===== config.mk =====
export PLATFORM = sky130hd
export DESIGN_NAME = dlph_seq
export DESIGN_NICKNAME = d
export VERILOG_FILES = /design/src/sv/dlph_pkg.sv /design/src/sv/dlph_seq.sv
export VERILOG_INCLUDE_DIRS = /design/src /design/src/sv
export SDC_FILE = /design/constraint.sdc
export NUM_CORES = 1
export LEC_CHECK = 0
export BUFFER_PORTS_ARGS = -buffer_cell sky130_fd_sc_hd__clkbuf_2
export CORE_MARGIN = 4
export CORE_UTILIZATION = 52
export DETAILED_ROUTE_END_ITERATION = 7
export GPL_TIMING_DRIVEN = 0
export PLACE_DENSITY_LB_ADDON = 0.12
export SETUP_SLACK_MARGIN = 0.2
export SLEW_MARGIN = 20
export SYNTH_ARGS = -nofsm -noshare
export SYNTH_HDL_FRONTEND = slang
export SYNTH_SLANG_ARGS = --single-unit
export TNS_END_PERCENT = 10

===== constraint.sdc =====
create_clock -name clk_i -period 6.8 [get_ports clk_i]
set_clock_uncertainty 0.1 [all_clocks]
set_input_delay 0.34 -clock clk_i [delete_from_list [all_inputs] [get_ports clk_i]]
set_output_delay 0.34 -clock clk_i [all_outputs]
set_load 0.02 [all_outputs]

===== src/sv/delay_line_pitch_harmonizer_macros.svh =====
// Assertion macros shared by the harmonizer RTL.
`ifndef DELAY_LINE_PITCH_HARMONIZER_MACROS_SVH
`define DELAY_LINE_PITCH_HARMONIZER_MACROS_SVH

// Same-cycle implication, disabled during reset.
`define DLPH_ASSERT_NOW(lbl, clk, rst_n, ante, cons, msg) \
  lbl: assert property (@(posedge clk) disable iff (!rst_n) (ante) |-> (cons)) else $error(msg);

// Next-cycle implication, disabled during reset.
`define DLPH_ASSERT_NEXT(lbl, clk, rst_n, ante, cons, msg) \
  lbl: assert property (@(posedge clk) disable iff (!rst_n) (ante) |=> (cons)) else $error(msg);

`endif


===== src/sv/dlph_pkg.sv =====
// Types, constants and register codes of the delay line pitch harmonizer.
package dlph_pkg;

  localparam int unsigned BufferDepth = 8192;
  localparam int unsigned SampleBits  = 24;

  localparam int unsigned CfgIdxBits  = 4;
  localparam int unsigned CfgDataBits = 17;
  localparam int unsigned MixBits     = 17;
  localparam int unsigned LevelBits   = 16;
  localparam int unsigned DelayBits   = 13;
  localparam int unsigned OffBits     = 30;
  localparam int unsigned FracBits    = 16;
  localparam int unsigned StepBits    = 16;

  localparam int unsigned BoundShift  = 15;
  localparam int unsigned HarmShift   = 18;
  localparam int unsigned MixPreShift = 4;
  localparam int unsigned DryShift    = 10;
  localparam int unsigned OutShift    = 26;

  localparam logic [StepBits-1:0] StepMajor3 = 16'd17034;
  localparam logic [StepBits-1:0] StepMinor3 = 16'd12400;
  localparam logic [StepBits-1:0] StepFifth  = 16'd32657;

  localparam logic [MixBits-1:0]   MixUnity   = 17'd65536;
  localparam logic [MixBits-1:0]   MixReset   = 17'd32768;
  localparam logic [LevelBits-1:0] LevelReset = 16'd16384;
  localparam logic [DelayBits-1:0] DelayReset = 13'd2400;

  typedef enum logic [CfgIdxBits-1:0] {
    REG_MINOR_THIRD = 4'd0,
    REG_MIX_AMOUNT  = 4'd1,
    REG_HARM_LEVEL  = 4'd2,
    REG_BASE_DELAY  = 4'd3
  } cfg_reg_e;

  typedef enum logic [2:0] {
    ST_IDLE,
    ST_WRAP,
    ST_RDB,
    ST_MUL,
    ST_ACC,
    ST_WET1,
    ST_WET2,
    ST_OUT
  } seq_state_e;

  typedef struct packed {
    logic                clr;
    logic                load_a;
    logic                mul;
    logic                acc;
    logic                wet1;
    logic                wet2;
    logic                fin;
    logic [FracBits-1:0] frac;
  } mix_ctl_t;

endpackage


===== src/sv/dlph_seq.sv =====
// Sequencer: write and read addressing, voice offsets and step control.
`include "delay_line_pitch_harmonizer_macros.svh"

module dlph_seq #(
  parameter int unsigned BUFFER_DEPTH = dlph_pkg::BufferDepth
) (
  input  logic                             clk_i,
  input  logic                             rst_ni,
  input  logic                             in_valid_i,
  output logic                             in_ready_o,
  input  logic                             out_free_i,
  input  logic                             minor_third_i,
  input  logic [dlph_pkg::DelayBits-1:0]   base_delay_i,
  output logic                             we_o,
  output logic [$clog2(BUFFER_DEPTH)-1:0]  waddr_o,
  output logic [$clog2(BUFFER_DEPTH)-1:0]  raddr_o,
  output dlph_pkg::mix_ctl_t               ctl_o
);

  localparam int unsigned AW = $clog2(BUFFER_DEPTH);
  localparam int unsigned DW = dlph_pkg::DelayBits;
  localparam int unsigned IW = ((AW > DW) ? AW : DW) + 3;
  localparam int unsigned OB = dlph_pkg::OffBits;
  localparam int unsigned OW = OB + 1;
  localparam logic signed [IW-1:0] DepthS = IW'(BUFFER_DEPTH);
  localparam logic [AW-1:0] LastAddr = AW'(BUFFER_DEPTH - 1);

  dlph_pkg::seq_state_e state_q, state_d;
  logic [AW-1:0]        wi_q;
  logic                 voice_q;
  logic signed [IW-1:0] idx_q, idx_d;
  logic signed [OB-1:0] third_q, fifth_q;
  logic signed [OB-1:0] off_sel;
  logic signed [IW-1:0] idx_calc;
  logic                 accept;
  logic                 idx_lo, idx_hi, in_range;
  logic [AW-1:0]        i1, i2;
  logic [dlph_pkg::StepBits-1:0] third_step;

  function automatic logic signed [OB-1:0] advance(
    input logic signed [OB-1:0]             off,
    input logic [dlph_pkg::StepBits-1:0]    step,
    input logic [DW-1:0]                    bd
  );
    logic signed [OW-1:0] s;
    logic signed [OW-1:0] bound;
    s     = OW'(off) + OW'(signed'({1'b0, step}));
    bound = OW'(signed'({1'b0, bd, {dlph_pkg::BoundShift{1'b0}}}));
    priority if (s > bound) begin
      advance = OB'(-bound);
    end else if (s < -bound) begin
      advance = OB'(bound);
    end else begin
      advance = OB'(s);
    end
  endfunction

  assign accept     = in_valid_i && (state_q == dlph_pkg::ST_IDLE);
  assign third_step = minor_third_i ? dlph_pkg::StepMinor3 : dlph_pkg::StepMajor3;

  // read position of a voice: write index - base delay + integer part of offset
  assign off_sel  = (state_q == dlph_pkg::ST_IDLE) ? third_q : fifth_q;
  assign idx_calc = IW'(signed'({1'b0, wi_q})) - IW'(signed'({1'b0, base_delay_i}))
                  + IW'(off_sel >>> dlph_pkg::FracBits);

  assign idx_lo   = idx_q < 0;
  assign idx_hi   = idx_q >= DepthS;
  assign in_range = !idx_lo && !idx_hi;
  assign i1       = idx_q[AW-1:0];
  assign i2       = (i1 == LastAddr) ? '0 : i1 + AW'(1);

  always_comb begin
    state_d = state_q;
    unique case (state_q)
      dlph_pkg::ST_IDLE: if (in_valid_i) state_d = dlph_pkg::ST_WRAP;
      dlph_pkg::ST_WRAP: if (in_range) state_d = dlph_pkg::ST_RDB;
      dlph_pkg::ST_RDB:  state_d = dlph_pkg::ST_MUL;
      dlph_pkg::ST_MUL:  state_d = dlph_pkg::ST_ACC;
      dlph_pkg::ST_ACC:  state_d = voice_q ? dlph_pkg::ST_WET1 : dlph_pkg::ST_WRAP;
      dlph_pkg::ST_WET1: state_d = dlph_pkg::ST_WET2;
      dlph_pkg::ST_WET2: state_d = dlph_pkg::ST_OUT;
      dlph_pkg::ST_OUT:  if (out_free_i) state_d = dlph_pkg::ST_IDLE;
      default:           state_d = dlph_pkg::ST_IDLE;
    endcase
  end

  always_comb begin
    idx_d = idx_q;
    priority if (accept) begin
      idx_d = idx_calc;
    end else if ((state_q == dlph_pkg::ST_ACC) && !voice_q) begin
      idx_d = idx_calc;
    end else if ((state_q == dlph_pkg::ST_WRAP) && idx_lo) begin
      idx_d = idx_q + DepthS;
    end else if ((state_q == dlph_pkg::ST_WRAP) && idx_hi) begin
      idx_d = idx_q - DepthS;
    end else begin
      idx_d = idx_q;
    end
  end

  always_comb begin
    in_ready_o   = (state_q == dlph_pkg::ST_IDLE);
    we_o         = accept;
    waddr_o      = wi_q;
    raddr_o      = (state_q == dlph_pkg::ST_RDB) ? i2 : i1;
    ctl_o.clr    = accept;
    ctl_o.load_a = (state_q == dlph_pkg::ST_RDB);
    ctl_o.mul    = (state_q == dlph_pkg::ST_MUL);
    ctl_o.acc    = (state_q == dlph_pkg::ST_ACC);
    ctl_o.wet1   = (state_q == dlph_pkg::ST_WET1);
    ctl_o.wet2   = (state_q == dlph_pkg::ST_WET2);
    ctl_o.fin    = (state_q == dlph_pkg::ST_OUT) && out_free_i;
    ctl_o.frac   = voice_q ? fifth_q[dlph_pkg::FracBits-1:0]
                           : third_q[dlph_pkg::FracBits-1:0];
  end

  always_ff @(posedge clk_i or negedge rst_ni) begin
    if (!rst_ni) begin
      state_q <= dlph_pkg::ST_IDLE;
      wi_q    <= '0;
      voice_q <= 1'b0;
      idx_q   <= '0;
      third_q <= '0;
      fifth_q <= '0;
    end else begin
      state_q <= state_d;
      idx_q   <= idx_d;
      if (accept) begin
        voice_q <= 1'b0;
      end else if (state_q == dlph_pkg::ST_ACC) begin
        voice_q <= 1'b1;
      end
      if ((state_q == dlph_pkg::ST_OUT) && out_free_i) begin
        third_q <= advance(third_q, third_step, base_delay_i);
        fifth_q <= advance(fifth_q, dlph_pkg::StepFifth, base_delay_i);
        wi_q    <= (wi_q == LastAddr) ? '0 : wi_q + AW'(1);
      end
    end
  end

  `DLPH_ASSERT_NEXT(a_wi_hold, clk_i, rst_ni, (state_q != dlph_pkg::ST_IDLE && state_q != dlph_pkg::ST_OUT), $stable(wi_q), "write index moved mid-frame")
  `DLPH_ASSERT_NOW(a_rd_in_range, clk_i, rst_ni, (state_q == dlph_pkg::ST_RDB), (idx_q >= 0 && idx_q < DepthS), "read position not wrapped")

endmodule


==> impl_metrics.ini <==
[yosys]
synth_top_area_share_pct = 24.9
yosysUniqueCellTypes = 86
synth_async_sr_flop_share_pct = 100
synth_commonest_cells = nand2_1, ha_1, dfrtp_1, nor2_1, o21ai_0
synth-xor-area-share_pct = 8.59
synth_enable_flop_cells = 0
synthFlopType = dfrtp_1
synth_top_family_by_area = compound AO/OA/AOI/OAI gates
syn_area_um2 = 9260
synth-compound-area-share_pct = 20.6
yosysSeqAreaShare_pct = 24.9
syn_inst = 1115
synth_top_area_cell = dfrtp_1
yosysMostFrequentCell = nand2_1
postSynthAreaPerCell_um2 = 8.31
ys_seq_elements = 92
synth_area_leaders = dfrtp_1, ha_1, xnor2_1
syn-num-nets = 1238
synth_fa_ha_area_share_pct = 14.3
yosys.area_share.simple_pct = 19.9
ys_warn_count = 0
muxShareOfSynthArea_pct = 6.73

[final_layout]
diodes = 0
synthToLayoutAreaGrowth_pct = 10.5
fin_util_pct = 59.0
nets = 1319
drive_gt1_share_pct = 13.7

[route]
dr.pass1.iters = 5
drcViolationCount = 0
vias_per_cell = 5.96
wl_per_cell_um = 18.7
routed_wl_um = 26700
drt_iter0_markers = 494
routed-via-count = 8496
ant_nets = 0

[cts]
cts_inserted_buffers = 9
clock_latency_ps = 360
path_clk_slew_ps = 70
cts_setup_buffers = 0
ctsHtreeMaxLevel = 3
cts.path.max_buffers = 2
cts_tree = yes
cts_root_buf = clkbuf_16
cts.sinks = 92

[sta]
worstMarginPinSlew_ps = 943
final.min_clock_period_ps = 5610
period_share_pct = 82.5
rsz0062_at_grt = false
holdWs_ps = 138
setup_slack_ps = 1190
slew_headroom_pct = 37.0
finalSetupViolCount = 0
clock.fmax_ghz = 0.178
tns_ps = 0
finalHoldViolations = 0
slew_violations = 0

[global_route]
grtUsageMet1_pct = 38.0
grt-busiest-layer = met2
use_met2_pct = 44.4
grt_usage_pct = 27.3
grt_pass1_vias = 8241
antenna_found_initial = 0
grt_pass1_wl_um = 43700
met3_usage_pct = 3.91
grt_max_degree = 69
grt.overflow.total = 0

[critical_path]
cp.arrival_ps = 5790
r2r-start = third_q[7]
worst_setup_path_start_kind = register
reg2reg_slack_ps = 1190
end_kind = register
crit_fanout = 10
rr_endpoint = third_q[26]
slowest_delay_ps = 510
cp_data_required_time_ps = 6980
cpMaxStageDelayCell = a21oi_1
r2r_cells = 21
crit_type = register to register
path_cells = ha_1 > and3_1 > buf_6 > or3_1 > o211ai_1 > o21bai_1 > a21oi_1 > nor2_1 > xor2_1 > ha_1 > nand4_1 > a2111oi_4 > o21ai_0 > a2111oi_2 > nand4_1 > nor4_4 > a311oi_4 > nor2_4 > buf_6 > mux2_4 > o21ai_2

[run]
drv_cap = 0

[placement]
dpl.hpwl_um = 21000
dp_slack_ps = 968
io_buffers = 68
gp_congestion = 0.923

[floorplanning]
start_util_pct = 53.4
core_um2 = 17400
fp.dieW_um = 141
die_area_um2 = 20000
core.rowCount = 48
io_pins = 69
die_y_um = 141

[worst_hold_path]
hold_end = state_q[0]
hold_class = input pin to register
holdPathStages = 2
min_from = in_valid_i

[power_and_ir_drop]
p_leak_nw = 4.85
finalPower_mw = 4.48
powerDensity_nw_per_um2 = 438
vdd_drop_max_mv = 0.245

[run_status]
status = complete, no violations
where the power goes:
part / internal, mW / total [mW] / switching (mW)
Combinational: 1.18 / 2.92 / 1.74
Sequential: 0.761 / 1.03 / 0.268
Clock: 0.299 / 0.539 / 0.240
Total: 2.24 / 4.48 / 2.24
layout make-up:
type | instances | area (µm²)
fill | 1605 | 7120
timing repair buffer | 70 | 387
sequential | 92 | 2300
multi-input combinational | 915 | 6510
tap | 225 | 282
inverter | 62 | 235
clock buffer | 12 | 246
buffer | 46 | 221
clock inverter | 4 | 56.3
worst max path at each step:
stage | from | to | slack, ps
floorplan | minor_third_i | third_q[26] | 2010
global placement | minor_third_i | third_q[26] | 880
detailed placement | minor_third_i | third_q[26] | 970
global route | third_q[7] | third_q[11] | 830
finish | third_q[7] | third_q[26] | 1190
CTS | third_q[7] | third_q[26] | 1240
repair_timing:
action	4_1_cts	5_1_grt
endpoints found under the hold margin	24	0
hold buffers	1	0
gates resized for setup	0	0
registers in the layout, indices dropped and copies added, names as in the netlist:
| name | count |
|---|---|
| idx_q | 16 |
| state_q | 3 |
| waddr_o | 13 |
| voice_q | 1 |
| fifth_q | 30 |
| third_q | 29 |
cell families after synthesis:
logic type	Yosys count
simple gates	378
compound gates	285
buf+inv	108
fa+ha+maj	105
flops	92
xor+xnor	90
mux	57
cells in the final DEF, fill, tap and decap left out, types with 4 or more instances in the layout:
| cell | n |
|---|---|
| nand2_1 | 132 |
| ha_1 | 103 |
| dfrtp_1 | 92 |
| nor2_1 | 84 |
| o21ai_0 | 80 |
| clkbuf_2 | 67 |
| a21oi_1 | 62 |
| inv_1 | 60 |
| xnor2_1 | 59 |
| mux2_2 | 38 |
| xor2_1 | 30 |
| nor3_1 | 30 |
| clkbuf_1 | 29 |
| nand4_1 | 28 |
| nand3_1 | 27 |
| a21o_1 | 25 |
| mux2i_1 | 18 |
| and3_1 | 14 |
| o21a_1 | 12 |
| o21ai_1 | 12 |
| nand2b_1 | 12 |
| o31ai_1 | 12 |
| a22o_1 | 11 |
| or3_1 | 10 |
| nor2b_1 | 9 |
| buf_2 | 9 |
| clkbuf_16 | 9 |
| a211oi_1 | 8 |
| nor4_1 | 7 |
| a31oi_1 | 6 |
| o21bai_1 | 5 |
| buf_1 | 4 |
| o41ai_1 | 4 |
| buf_6 | 4 |
| and2_1 | 4 |
| o32ai_1 | 4 |
worst max-delay path, delay by kind of cell, from the launching register on:
family	cells	cell delay [ps]
AOI/OAI and AO/OA	8	1710
and+or+nand+nor	7	1690
adders and majority gates	2	710
DFF	1	410
buffers and inverters	2	380
muxes	1	320
xor gates and xnor gates	1	200
through the flow:
step / area, µm² / instances
2_1_floorplan: 9260 / 1115
3_3_place_gp: 9890 / 1408
3_5_place_dp: 9920 / 1409
4_1_cts: 10200 / 1426
5_1_grt: 10200 / 1426
6_report: 10200 / 1426
metal layers:
| metal | up-vias | part of all wire [%] |
|---|---|---|
| li1 | 4190 | - |
| met1 | 4010 | 46 |
| met2 | 258 | 46 |
| met3 | 38 | 5.6 |
| met4 | 0 | 2.0 |
| met5 | - | 0 |
(Power assumes the default switching activity.)
